$ cat src/sccal_ram.sv
// Simple dual port synchronous RAM, one write and one registered read port.
module sccal_ram #(
   parameter int DEPTH = 64,
   parameter int WIDTH = 8,
   parameter int AW    = (DEPTH > 1) ? $clog2(DEPTH) : 1
) (
   input  logic             clock,
   input  logic             wr_en,
   input  logic [AW-1:0]    wr_addr,
   input  logic [WIDTH-1:0] wr_data,
   input  logic [AW-1:0]    rd_addr,
   output logic [WIDTH-1:0] rd_data
);
   logic [WIDTH-1:0] mem [DEPTH];
   logic [WIDTH-1:0] rd_data_ff;

   always_ff @(posedge clock) begin
      if (wr_en) begin
         mem[wr_addr] <= wr_data;
      end
   end

   always_ff @(posedge clock) begin
      rd_data_ff <= mem[rd_addr];
   end

   assign rd_data = rd_data_ff;
endmodule

$ cat config.mk
export PLATFORM = sky130hd
export DESIGN_NAME = sccal_ram
export DESIGN_NICKNAME = d
export VERILOG_FILES = /design/src/sccal_ram.sv
export SDC_FILE = /design/constraint.sdc
export NUM_CORES = 1
export LEC_CHECK = 0
export ABC_AREA = 1
export BUFFER_PORTS_ARGS = -buffer_cell sky130_fd_sc_hd__buf_2
export CAP_MARGIN = 15
export CORE_MARGIN = 2
export CORE_UTILIZATION = 56
export CTS_BUF_LIST = sky130_fd_sc_hd__clkbuf_2
export CTS_CLUSTER_SIZE = 10
export DETAILED_ROUTE_END_ITERATION = 8
export PLACE_DENSITY = 0.72
export REMOVE_ABC_BUFFERS = 1
export SYNTH_ARGS = -nofsm -noshare
export SYNTH_HDL_FRONTEND = slang
export SYNTH_SLANG_ARGS = --single-unit
export TNS_END_PERCENT = 100
$ cat constraint.sdc
create_clock -name clock -period 2.5 [get_ports clock]
set_input_delay 0.5 -clock clock [delete_from_list [all_inputs] [get_ports clock]]
set_output_delay 0.5 -clock clock [all_outputs]
set_load 0.02 [all_outputs]
==> results.cfg <==
[power]
p_per_area_nw_per_um2 = 700.2
p_leak_nw = 8.973
fin_total_pwr_mw = 16.61
pwr-share-seq = 0.582
p_sw_mw = 4.161
swShare = 0.2506
clockPowerShare = 0.346
ir_drop_mv = 0.5291
combPwrFrac = 0.073
intPower_mw = 12.44

[global_route]
grt_max_degree = 131
grt_pass1_wl_mm = 81.51
gr-total-overflow = 0
grt_usage = 0.2778
grt_pass1_vias = 14280
antenna_found_initial = 2

[status]
status = complete, no violations

[clock_network]
cts-root-to-sink-buffers = 3
cts_buffers = 130
clk_latency_ps = 1060
ctsResizeCount = 0
htreeDepth = 4
cts_tree = done
path_clk_slew_ps = 110
clock_sinks = 520
cts-root-buf = clkbuf_2

[sta]
slew_headroom = 0.2058
maxSlewViolCount = 0
holdWs_ps = 178.5
fin_skew_ps = 104.4
rsz0062_at_grt = false
tightestPinTransition_ps = 1190
fmax_mhz = 423.3
fin_crit_sh = 0.9451
hold_viol_final = 0
layout_min_cycle_time_ps = 2363
setup_viol = 0
fin_ws_ps = 137.4

[worst_setup_path]
worst_setup_path_end_kind = register
worstPathMaxFanout = 17
reg2reg_depth = 10
reg2reg_from = mem[35][5]
crit_arrival_ps = 3320
start_kind = primary input
critPathKind = primary input to register
r2r-end = rd_data[5]
r2r_slack_ps = 200
cp_data_required_time_ps = 3460

[yosys]
synth.most_common_cell = nand2_1
synthTopCellsByArea = edfxtp_1 72%, nand2_1 11%, nand3_1 10%
ys_seq_area_frac = 0.7280
synth_edf_count = 512
synth_flop_cell = edfxtp_1
synth_commonest_cells = 648 x nand2_1, 512 x edfxtp_1, 439 x nand3_1
synth_top_area_cell = edfxtp_1
avgSynthCellArea_sq_um = 11.82
ys_types = 16
yosysTopAreaCellShare = 0.7205
ys_async_sr_fraction = 0
ys_ff_latch = 520
synth_area_sq_um = 21340
syn_inst = 1805
yosys_warnings = 0

[drt]
dr.pass1.iters = 5
routedWlPerCell_um = 20.59
wl_mm = 53.08
vias = 14690
ant_nets = 0
first_iter_violations = 1541
viasPerCell = 5.700
drc = 0

[place]
gp_congestion = 0.8907
dp_slack_ps = 279.3
post_dp_cell_area_sq_um = 22360
portBuffers = 29
detailed_place_hpwl_mm = 31.31

[cells_and_area]
fillCellCount = 2897
area_growth_pct = 11.13
stdcell_area_sq_um = 23720
finalNetCount = 2000
final_util = 0.6311
drive_above_1_share = 0.1637

[hold_path]
hp-class = primary input to register
min-delay-start = rd_addr[3]
holdPathEnd = rd_data[2]
hold_path_depth = 6

[floorplan]
die_h_um = 199.2
die_area_sq_um = 39680
io_pins = 30
die_w_um = 199.2
initial_core_util = 0.5679
num_rows = 71
core_sq_um = 37580

[job]
cap_violations = 0
worst max-delay path by stage:
stage	start	to	slack [ps]	cells after the start
after floorplan	rd_addr[1]	rd_data[7]	-520	8
after global placement	rd_addr[1]	rd_data[7]	300	10
after detailed placement	rd_addr[1]	rd_data[7]	280	10
after CTS	mem[51][5]	rd_data[5]	170	10
after global routing	mem[39][5]	rd_data[5]	40	10
final	rd_addr[4]	rd_data[5]	140	8
worst max-delay path, cell delays in order:
cell           delay [ps]
dlygate4sd3_1         550
buf_2                 260
inv_1                 510
nand3_1               230
nand3_1               110
dlygate4sd3_1         560
nand2_1                40
dlygate4sd3_1         550
cell usage in the layout, fill, tap and decap left out:
master	n
buf_4	93
inv_4	1
nor4_1	8
clkbuf_2	184
dlygate4sd3_1	16
clkinv_2	4
inv_2	4
inv_1	9
nand2_1	648
diode_2	2
nand4_1	9
inv_6	1
edfxtp_1	512
clkinvlp_4	1
nor2_1	56
buf_12	17
buf_2	27
buf_6	1
nand3_1	439
clkinv_1	22
dfxtp_1	8
bufinv_16	5
cell families after synthesis:
logic type	Yosys count	share of synthesized area
buffers and inverters	125	0.04022
and+or+nand+nor	1160	0.2318
DFF	520	0.7280
area by class of cell:
| type | instances | area (sq um) | area share |
|---|---|---|---|
| multi-input cells | 1160 | 4946 | 0.2086 |
| inverters | 12 | 52.55 | 0.002216 |
| repair buffers | 154 | 1345 | 0.05672 |
| well taps | 511 | 639.4 | 0.02696 |
| flip-flops and latches | 520 | 15530 | 0.6551 |
| diodes | 2 | 5.005 | 0.0002110 |
| clock buffers | 184 | 920.9 | 0.03883 |
| clock inverters | 35 | 271.5 | 0.01145 |
power by group through the flow:
| stage | Combinational, mW | Clock (mW) | Sequential, mW |
|---|---|---|---|
| floorplan | 0.487 | 0 | 9.87 |
| global placement | 1.15 | 0 | 9.86 |
| detailed placement | 1.17 | 0 | 9.86 |
| CTS | 1.19 | 5.84 | 9.66 |
| global route | 1.30 | 6.27 | 9.66 |
| finish | 1.21 | 5.74 | 9.66 |
flip-flops by register name (all words and copies together) (netlist names):
name / cells
mem: 512
rd_data: 8
through the flow:
stage / TNS, ps / instances
floorplan: -4072 / 1692
global placement: 0 / 2341
detailed placement: 0 / 2341
CTS: 0 / 2576
global route: 0 / 2577
finish: 0 / 2578
what timing repair did:
item                                   in CTS  in global routing
buffers inserted                            0                  0
endpoints found under the hold margin     386                  0
hold buffers                               16                  0
routing by layer:
layer	global-route usage	vias to the layer above	wire (um)
met5	0	-	0
met4	0.1061	0	1459
met3	0.05586	116	4570
met2	0.4540	782	26170
met1	0.3707	7015	20880
li1	-	6781	-
(Power assumes the default switching activity.)
